===== src/rtl/core/bid_pkg.sv =====
`default_nettype none

package bid_pkg;

  localparam int unsigned MAX_BATCH   = 1024;
  localparam int unsigned TABLE_SLOTS = 2048;

  localparam int unsigned KEY_W     = 64;
  localparam int unsigned UID_W     = 10;
  localparam int unsigned DCNT_W    = 11;
  localparam int unsigned IDX_W     = $clog2(TABLE_SLOTS);
  localparam int unsigned SID_W     = $clog2(MAX_BATCH);
  localparam int unsigned CNT_W     = $clog2(MAX_BATCH + 1);
  localparam int unsigned EPOCH_W   = 8;
  localparam int unsigned FOLD_N    = (KEY_W + IDX_W - 1) / IDX_W;

  typedef logic [KEY_W-1:0]   key_t;
  typedef logic [UID_W-1:0]   uid_t;
  typedef logic [DCNT_W-1:0]  dcnt_t;
  typedef logic [IDX_W-1:0]   idx_t;
  typedef logic [SID_W-1:0]   sid_t;
  typedef logic [CNT_W-1:0]   cnt_t;
  typedef logic [EPOCH_W-1:0] epoch_t;

  // one table slot; a slot is occupied only when its epoch matches the current one
  typedef struct packed {
    epoch_t epoch;
    sid_t   id;
    key_t   key;
  } slot_t;

  localparam int unsigned SLOT_W = $bits(slot_t);

  typedef enum logic [1:0] {
    ST_CLEAR,
    ST_IDLE,
    ST_PROBE
  } state_e;

  typedef struct packed {
    logic accept;
    logic probe_next;
    logic resolve;
    logic clr_step;
  } ctrl_cmd_t;

  typedef struct packed {
    logic hit;
    logic empty;
    logic scan_end;
    logic clr_last;
    logic epoch_wrap;
    logic out_free;
  } dp_stat_t;

  // xor fold of the key into a slot index
  function automatic idx_t home_slot(key_t key);
    idx_t h;
    h = '0;
    for (int i = 0; i < FOLD_N; i++) begin
      h = h ^ idx_t'(key >> (i * IDX_W));
    end
    if (int'(h) >= TABLE_SLOTS) begin
      h = h - idx_t'(TABLE_SLOTS);
    end
    return h;
  endfunction

endpackage

`default_nettype wire


===== src/rtl/core/bid_ctrl.sv =====
`default_nettype none

module bid_ctrl (
  input  wire logic                clk_i,
  input  wire logic                rst_ni,
  input  wire logic                in_valid_i,
  output      logic                in_ready_o,
  input  wire bid_pkg::dp_stat_t   stat_i,
  output      bid_pkg::ctrl_cmd_t  cmd_o
);

  bid_pkg::state_e state_q, state_d;

  always_ff @(posedge clk_i or negedge rst_ni) begin
    if (!rst_ni) begin
      state_q <= bid_pkg::ST_CLEAR;
    end else begin
      state_q <= state_d;
    end
  end

  always_comb begin
    state_d    = state_q;
    cmd_o      = '0;
    in_ready_o = 1'b0;
    case (state_q)
      bid_pkg::ST_CLEAR: begin
        cmd_o.clr_step = 1'b1;
        if (stat_i.clr_last) begin
          state_d = bid_pkg::ST_IDLE;
        end
      end
      bid_pkg::ST_IDLE: begin
        in_ready_o = 1'b1;
        if (in_valid_i) begin
          cmd_o.accept = 1'b1;
          state_d      = bid_pkg::ST_PROBE;
        end
      end
      bid_pkg::ST_PROBE: begin
        if (stat_i.hit || stat_i.empty || stat_i.scan_end) begin
          // hold the read data until the output register is free
          if (stat_i.out_free) begin
            cmd_o.resolve = 1'b1;
            state_d = stat_i.epoch_wrap ? bid_pkg::ST_CLEAR : bid_pkg::ST_IDLE;
          end
        end else begin
          cmd_o.probe_next = 1'b1;
        end
      end
      default: begin
        state_d = bid_pkg::ST_CLEAR;
      end
    endcase
  end

endmodule

`default_nettype wire


===== config.mk =====
export PLATFORM = sky130hd
export DESIGN_NAME = bid_ctrl
export DESIGN_NICKNAME = d
export VERILOG_FILES = /design/src/rtl/core/bid_pkg.sv /design/src/rtl/core/bid_ctrl.sv
export SDC_FILE = /design/constraint.sdc
export NUM_CORES = 1
export LEC_CHECK = 0
export BUFFER_PORTS_ARGS = -buffer_cell sky130_fd_sc_hd__buf_2
export CELL_PAD_IN_SITES_DETAIL_PLACEMENT = 0
export CELL_PAD_IN_SITES_GLOBAL_PLACEMENT = 1
export CORE_AREA = 2 2 39 41
export DETAILED_ROUTE_END_ITERATION = 8
export DIE_AREA = 0 0 41 43
export GPL_TIMING_DRIVEN = 0
export PLACE_DENSITY_LB_ADDON = 0.1
export SLEW_MARGIN = 30
export SYNTH_ARGS = -nofsm -noshare
export SYNTH_HDL_FRONTEND = slang
export SYNTH_SLANG_ARGS = --single-unit
export TNS_END_PERCENT = 20

===== constraint.sdc =====
create_clock -name clk_i -period 1.5 [get_ports clk_i]
set_clock_uncertainty 0.2 [all_clocks]
set_input_delay 0.3 -clock clk_i [delete_from_list [all_inputs] [get_ports clk_i]]
set_output_delay 0.3 -clock clk_i [all_outputs]
set_load 0.03 [all_outputs]

# ---- Word level (Yosys, flattened, before mapping)
# Cells that the tools add are included.
# Widths: inputs -> output; s select.
dict set report word_totals {
  regBits 2
  inputBits 9
}
dict set report classes {
  n_eq_ne 6
  muxes 14
  n_reduce_logical 4
}
# op n
set ops {}
lappend ops {{$mux 2} 5}
lappend ops {{$mux 1} 8}
lappend ops {{$ne 2x2->1 const B} 4}
lappend ops {{$pmux 2 s3} 1}
lappend ops {{$reduce_and 4->1} 1}
lappend ops {{$eq 2x1->1 const B} 1}
lappend ops {{$eq 2x2->1 const B} 1}
lappend ops {{$logic_not 2->1} 1}
lappend ops {{$logic_or 1x1->1} 2}

# ---- Longest topological paths before layout
# Gate-level depths: netlist (run 1).
dict set report depth {
  depth_word 4
  mapped_depth 3
  ltp_nobuf 3
}

# ---- Worst setup path before layout (run 1)
# Ideal clock, no wire load.
dict set report synth_timing {
  path_kind {register -> output}
  start {register state_q[0]}
  end {output port cmd_o[2] (netlist bit)}
  arrival_time_ns 1.454
  t_required_ns 1.000
  setup_slack_ns -0.454
  stages_incl_launch_ff 3
  path_cell_list {dfrtp_1 nand2b_1 nor4_1}
}
# element line_no
set synth_rtl {}
lappend synth_rtl {{from (decl)} bid_ctrl.sv:12} ;# bid_pkg::state_e state_q, state_d;
lappend synth_rtl {{from (signal assigned)} bid_ctrl.sv:16} ;# state_q <= bid_pkg::ST_CLEAR;
lappend synth_rtl {{from (signal assigned)} bid_ctrl.sv:18} ;# state_q <= state_d;
lappend synth_rtl {{to (decl)} bid_ctrl.sv:9} ;# output bid_pkg::ctrl_cmd_t cmd_o

==> impl_results.md, run 1 <==
* Wire length per cell after detailed routing at 8.91 µm
* Routability Congestion at 0.564
* Placed standard-cell area at 244 µm²
* Final setup violation count at 3
* Initial Utilization at 10.4%
* Hold_sp: stat_i[1]
* Place WS at 0.0139 ns
* Worst setup startpoint: state_q[1]
* Total track usage at 6.01%
* Highest clock frequency the design can meet at around 620 MHz
* Number of standard cells after synthesis at 14
* Total via count in the routed design at 178
* Crit start category: register
* Worst hold slack across all endpoints at 0.0620 ns
* Distinct cell type count of the synthesized netlist at 12
* Clock tree buffer depth at 2
* Pwr/cell area at approximately 1900 nW/µm²
* Buffer cell driving the clock tree root: sky130_fd_sc_hd__clkbuf_4
* Reg2Reg Capture Point: state_q[1]
* Commonest non-fill, non-tap cell in the layout: sky130_fd_sc_hd__buf_2
* Placeable core region at 1380 µm²
* Cell with the biggest individual delay on the critical path: sky130_fd_sc_hd__dfrtp_2
* Net count after synthesis at 23
* First-pass GRT wire length at 607 µm
* DRT met1 WL at ~130 µm
* Pin count of the biggest net entering global routing at 5
* Share of the synthesized area in the top cell type at 34.8%
* Arrival time of the worst setup path at roughly 1.1 ns
* Count of buffers inserted at the top-level ports at 13
* Unrepaired setup endpoints after global routing: yes
* Combined area of all synthesized cells at 144 µm²
* Most frequent cells in the layout: sky130_fd_sc_hd__buf_2 (8), sky130_fd_sc_hd__clkbuf_4 (3), sky130_fd_sc_hd__buf_6 (3), sky130_fd_sc_hd__nor2_1 (2), sky130_fd_sc_hd__buf_4 (2)
* Average instance area after synthesis at 10.3 µm²
* Final Hold Viols at 0
* Delay of the slowest cell on the worst path at 0.44 ns
* Final non-filler cell area at 309 µm²
* Share of layout cells above drive strength 1 at ~70%
* Max reg flops at 2
* Synth-to-layout area growth at 115%
* Aggregate global routing overflow at 0
* Failing checks: setup timing
* Mean number of vias per cell at between 3 and 4
* Clock slew at reported path FFs at 0.03 ns
* Origin of the critical flop-to-flop path: state_q[0]
* Clock tree from TritonCTS: yes
* X dimension of the die at 41 µm
* Count of unresolved DRC violations after routing at 0
* Slew headroom at 85.3%
* Setup WS post-layout at -0.106 ns
* Maximum vdd ir drop at around 300 µV
* Total count of max-transition violations in the final report at 0
* Cells along the critical path: nor2b_4 -> and2_4 -> buf_6
* Cell taking the most area after synthesis: sky130_fd_sc_hd__dfrtp_1
* I/O pins at 14
* HP Class: primary input to register
* Count of nets after finishing at 42
* Antenna violations before repair at 0
* Violation count after the first detailed-route iteration at 3
* Endpoint kind of the worst setup timing path: output pin
* Final critical-path share of the clock period at 107%
* Via count of the first global-routing pass at ~160
* Die Span Y at approximately 43 µm
* Die area at 1760 µm²
* Post-CTS Repair Setup Buffers at 0
* Top Metal Used: met4
* Registers with the most flip-flops: state_q x2
* Metal3 WL at 39 µm
* Post-synthesis register bit count at 2
* CP Class: register to output pin
* CP required at 1.00 ns
* Shortest period the worst path allows at 1.61 ns
* Yosys warning total at 0
* Max Fanout on Critical Path at 4
* FF-to-FF setup slack at between 0.3 and 0.4 ns
* Measured slew at the worst slew-check pin at 0.220 ns
* Met2 routed WL at approximately 220 µm
* Maxcap violations at 0
* Post-route setup TNS at -0.245 ns
* Sink Count at 2
* H-tree level count at 1
* Total inserted antenna cells at 0
* Placement Rows at 14
* Number of cells on the worst hold path at 2
* Bufs and invs on worst path at 1
* Top delay family on crit path: flip-flops
* R2R depth at 3
* Final WL at 419 µm
* Portion of the post-synthesis area used by sequential elements at between 30% and 40%
* Iteration count of the initial detailed-routing pass at 2
* Inserted Clock Buffers at 3
* Total leakage power at 0.000142 µW
* Antenna-violating nets left at 0
* Worst Hold Endpoint: state_q[0]
* Source-to-sink clock delay at the later pin of the worst-skew pair at between 0.2 and 0.25 ns
* Outcome: finished, violations left
* Top register by number of flip-flops: state_q
* Dominant cells by area after synthesis: sky130_fd_sc_hd__dfrtp_1 (35%), sky130_fd_sc_hd__o31ai_4 (15%), sky130_fd_sc_hd__nor2b_4 (9.6%)
how the worst max path moves through the flow:
| stage | to | depth (start not counted) |
|---|---|---|
| global placement | cmd_o[2] | 3 |
| finish | cmd_o[3] | 3 |
| floorplan | cmd_o[1] | 2 |
| global route | cmd_o[2] | 3 |
| detailed placement | cmd_o[2] | 3 |
| CTS | cmd_o[2] | 3 |
timing repair:
item,in CTS,in global routing
resized for setup,8,2
setup endpoints to repair,5,5
endpoints found under the hold margin,2,0
pin swaps,1,0
hold buffers,1,0
routing by layer:
metal / vias up / track usage (%)
met3: 4 / 1.57
met2: 11 / 8.13
met1: 79 / 5.11
met4: 0 / 10.0
li1: 84 / -
met5: - / 0
report_power, final:
part	internal, µW	switching, µW
Combinational	159	180
Sequential	82.5	41.2
Clock	88.1	29.2
Total	329	251
cells in the mapped netlist:
library cell               number
sky130_fd_sc_hd__and2_4         1
sky130_fd_sc_hd__nor2_1         2
sky130_fd_sc_hd__dfrtp_1        2
sky130_fd_sc_hd__o31ai_1        1
sky130_fd_sc_hd__o21bai_1       1
sky130_fd_sc_hd__a22oi_1        1
sky130_fd_sc_hd__nand2_1        1
sky130_fd_sc_hd__o31ai_4        1
sky130_fd_sc_hd__inv_1          1
sky130_fd_sc_hd__nor4_1         1
sky130_fd_sc_hd__nand2b_1       1
sky130_fd_sc_hd__nor2b_4        1
area by class of cell:
cell class	count	area (µm²)
fillers	159	1070
multi-input cells	11	113
repair buffers	14	98.8
flip-flops and latches	2	51.3
clock buffers	3	22.5
well taps	16	20.0
inverters	1	3.75
worst reg2reg max path, stage by stage (launching register included):
cell and delay [ns]:
sky130_fd_sc_hd__dfrtp_1 0.40, sky130_fd_sc_hd__nor2b_4 0.15, sky130_fd_sc_hd__and2_4 0.14, sky130_fd_sc_hd__o21bai_1 0.14
cell families after synthesis:
| family | count (synthesis) | share of synthesized area [%] |
|---|---|---|
| flip-flops | 2 | 34.8 |
| buffers and inverters | 1 | 2.61 |
| AND/OR/NAND/NOR | 7 | 32.2 |
| AO/OA/AOI/OAI | 4 | 30.4 |
through the flow:
stage / util [%] / total power, µW / instances
floorplan: - / 312 / 14
global route: 22.3 / 624 / 47
global placement: 17.6 / 401 / 43
CTS: 21.8 / 578 / 47
detailed placement: 17.6 / 393 / 43
finish: 22.3 / 580 / 47
Note: power is estimated with default switching activity, not from simulation.
==> inputs of run 2 (changes only) <==
--- a/config.mk
+++ b/config.mk
@@ -5,6 +5,7 @@
 export SDC_FILE = /design/constraint.sdc
 export NUM_CORES = 1
 export LEC_CHECK = 0
+export ABC_AREA = 1
 export BUFFER_PORTS_ARGS = -buffer_cell sky130_fd_sc_hd__buf_2
 export CELL_PAD_IN_SITES_DETAIL_PLACEMENT = 0
 export CELL_PAD_IN_SITES_GLOBAL_PLACEMENT = 1
@@ -13,6 +14,7 @@
 export DIE_AREA = 0 0 41 43
 export GPL_TIMING_DRIVEN = 0
 export PLACE_DENSITY_LB_ADDON = 0.1
+export SKIP_LAST_GASP = 1
 export SLEW_MARGIN = 30
 export SYNTH_ARGS = -nofsm -noshare
 export SYNTH_HDL_FRONTEND = slang
==> run 2 against run 1 <==
Compared with the run above: the flow still finishes with violations (setup timing); sequential power about the same; combinational power is essentially flat; cell area up 4.9%; non-clock buffer count is 2 higher; via count grew 25%; largest power group unchanged; utilization rose by 1.1 points; critical path type unchanged; synthesized cell count increased by 93%; critical endpoint is now cmd_o[2]; register-to-register slack worse by 0.15 ns; highest routed layer is now met3.
==> impl_results.md, run 2 <==
* Clock slew at reported path FFs at 0.03 ns
* Pin count of the biggest net entering global routing at 7
* Dominant cell by count in the synthesized netlist: sky130_fd_sc_hd__nand2_1
* Highest clock frequency the design can meet at between 600 and 700 MHz
* Mean number of vias per cell at 3.58
* Number of standard cells after synthesis at 27
* Source-to-sink clock delay at the later pin of the worst-skew pair at 0.22 ns
* Registers with the most flip-flops: state_q x2
* Share of layout cells above drive strength 1 at 54.3%
* M2 GR Usage at a little over a tenth
* Clock tree from TritonCTS: yes
* Endpoint kind of the worst setup timing path: output pin
* Violation count after the first detailed-route iteration at 1
* Combined area of all synthesized cells at 163 µm²
* Place WS at -0.0180 ns
* Antenna-violating nets left at 0
* Net count after synthesis at 36
* Placement Rows at 14
* Portion of the post-synthesis area used by sequential elements at 30.8%
* Met1 track demand over resource at under 10%
* First-pass GRT wire length at 841 µm
* Count of buffers inserted at the top-level ports at 13
* Pwr/cell area at about 1800 nW/µm²
* Distinct cell type count of the synthesized netlist at 10
* Outcome: finished, violations left
* Die area at around 1800 µm²
* Share of the synthesized area in the top cell type at 30.8%
* Storage cell area at 51.3 µm²
* Failing checks: setup timing
* Final Hold Viols at 0
* Worst hold slack across all endpoints at 0.118 ns
* Arrival time of the worst setup path at 1.07 ns
* FF-to-FF setup slack at around 0.20 ns
* Total area of multi-input combinational cells at 103 µm²
* CP Class: register to output pin
* Layout Cells excl Fill at 62
* Inserted Clock Buffers at 3
* HP Class: primary input to register
* Placeable core region at 1380 µm²
* Wire length per cell after detailed routing at 7.58 µm
* Cell taking the most area after synthesis: sky130_fd_sc_hd__dfrtp_1
* Half-perimeter wire length of the detailed placement result at 382 µm
* Yosys warning total at 0
* PnR Total Power at 577 µW
* Commonest non-fill, non-tap cell in the layout: sky130_fd_sc_hd__buf_2
* Placed instance count at between 50 and 60
* Top register by number of flip-flops: state_q
* Final critical-path share of the clock period at 105%
* Clock tree buffer depth at 2
* Dominant cells by area after synthesis: sky130_fd_sc_hd__dfrtp_1 (31%), sky130_fd_sc_hd__nand2_1 (18%), sky130_fd_sc_hd__inv_1 (14%)
* Prevailing post-synth register cell: sky130_fd_sc_hd__dfrtp_1
* Total via count in the routed design at 222
* Total track usage at ~7%
* Via count of the first global-routing pass at 229
* Max reg flops at 2
* Measured slew at the worst slew-check pin at 0.162 ns
* Met3 capacity usage during global routing at 1.57%
* Post-synthesis register bit count at 2
* Global routing's busiest layer: met2
* Placed standard-cell area at 255 µm²
* Count of nets after finishing at 57
* Total count of max-transition violations in the final report at 0
* Most frequent cells in the layout: sky130_fd_sc_hd__buf_2 (10), sky130_fd_sc_hd__nand2_1 (6), sky130_fd_sc_hd__inv_1 (5), sky130_fd_sc_hd__nor2_1 (4)
* FFs w/ async S/R, synth at 100%
* Final setup violation count at 5
* Antenna violations before repair at 0
* Die Span Y at 43 µm
* Synth-to-layout area growth at 99.2%
* Aggregate global routing overflow at 0
* Unrepaired setup endpoints after global routing: yes
* H-tree level count at 1
* Total leakage power at 0.000191 µW
* Post-synth EDFFs at 0
* Crit start category: register
* Final WL at ~470 µm
* Setup WS post-layout at -0.0700 ns
* Final non-filler cell area at 324 µm²
* Maximum vdd ir drop at 517 µV
* Final-layout fill cell count at about 170
* Total inserted antenna cells at 0
* Routability Congestion at 0.671
* Most common library cells after synthesis: sky130_fd_sc_hd__nand2_1 (8), sky130_fd_sc_hd__inv_1 (6), sky130_fd_sc_hd__nor2_1 (5), sky130_fd_sc_hd__dfrtp_1 (2)
* CP required at 1.00 ns
* Buffer cell driving the clock tree root: sky130_fd_sc_hd__clkbuf_4
* I/O pins at 14
* Initial Utilization at between 10% and 20%
* Sink Count at 2
* Iteration count of the initial detailed-routing pass at 2
* Max Fanout on Critical Path at 4
* Maxcap violations at 0
* Slew headroom at 89.2%
* Count of unresolved DRC violations after routing at 0
* X dimension of the die at ~40 µm
* Shortest period the worst path allows at 1.57 ns
* Average instance area after synthesis at about 6 µm²
==> run 2: routing by layer <==
layer	share of wire [%]	vias up
met4	0	0
li1	-	119
met1	40	96
met2	53	7
met3	6.8	0
met5	0	-
==> run 2: repair_timing <==
item / 4_1_cts / 5_1_grt
hold endpoints to repair: 2 / 0
buffers inserted: 1 / 1
endpoints found under the setup margin: 5 / 5
hold buffers: 1 / 0
pin swaps: 2 / 0
gates resized for setup: 8 / 1
==> run 2: report_power, final <==
group | total [µW] | internal, µW | leakage [µW] | switching (µW)
combinational | 336 | 130 | 0.000154 | 206
clock | 118 | 88.2 | 0.0000138 | 29.5
sequential | 122 | 81.2 | 0.0000237 | 41.3
==> run 2: cell families (layout without fill, tap and decap cells) <==
logic type / after synthesis / after routing / share of synthesized area, %
buffers and inverters: 6 / 25 / 13.8
AO/OA/AOI/OAI: 2 / 2 / 7.69
flip-flops: 2 / 2 / 30.8
AND/OR/NAND/NOR: 17 / 17 / 47.7
==> run 2: path summary, 6_finish.rpt <==
| kind | start | end | cells after the start |
|---|---|---|---|
| setup / recovery | state_q[0] | cmd_o[2] | 4 |
| max in group asynchronous | rst_ni | state_q[1] | 2 |
| setup reg to reg | state_q[0] | state_q[1] | 6 |
| hold / removal | in_valid_i | state_q[1] | 3 |
| hold reg to reg | state_q[0] | state_q[0] | 3 |
| min in group asynchronous | rst_ni | state_q[0] | 2 |
==> run 2: final cells by class <==
class,count,share of cell area [%]
timing repair buffer,16,32.4
multi-input combinational,19,31.7
sequential,2,15.8
clock buffer,3,6.95
inverter,6,6.95
tap,16,6.18
==> run 2: stage by stage <==
stage	setup TNS [ns]	utilization, %
final	-0.179	23.4
after global routing	-0.494	23.4
after CTS	-0.271	22.7
after detailed placement	-0.0180	18.4
after global placement	-0.0251	18.4
after floorplan	-0.0809	-
==> run 2: critical path, stage by stage (launching register included) <==
cell and delay, ns:
sky130_fd_sc_hd__dfrtp_1 0.41, sky130_fd_sc_hd__inv_2 0.11, sky130_fd_sc_hd__nand2_2 0.06, sky130_fd_sc_hd__nor2_2 0.11, sky130_fd_sc_hd__buf_6 0.14
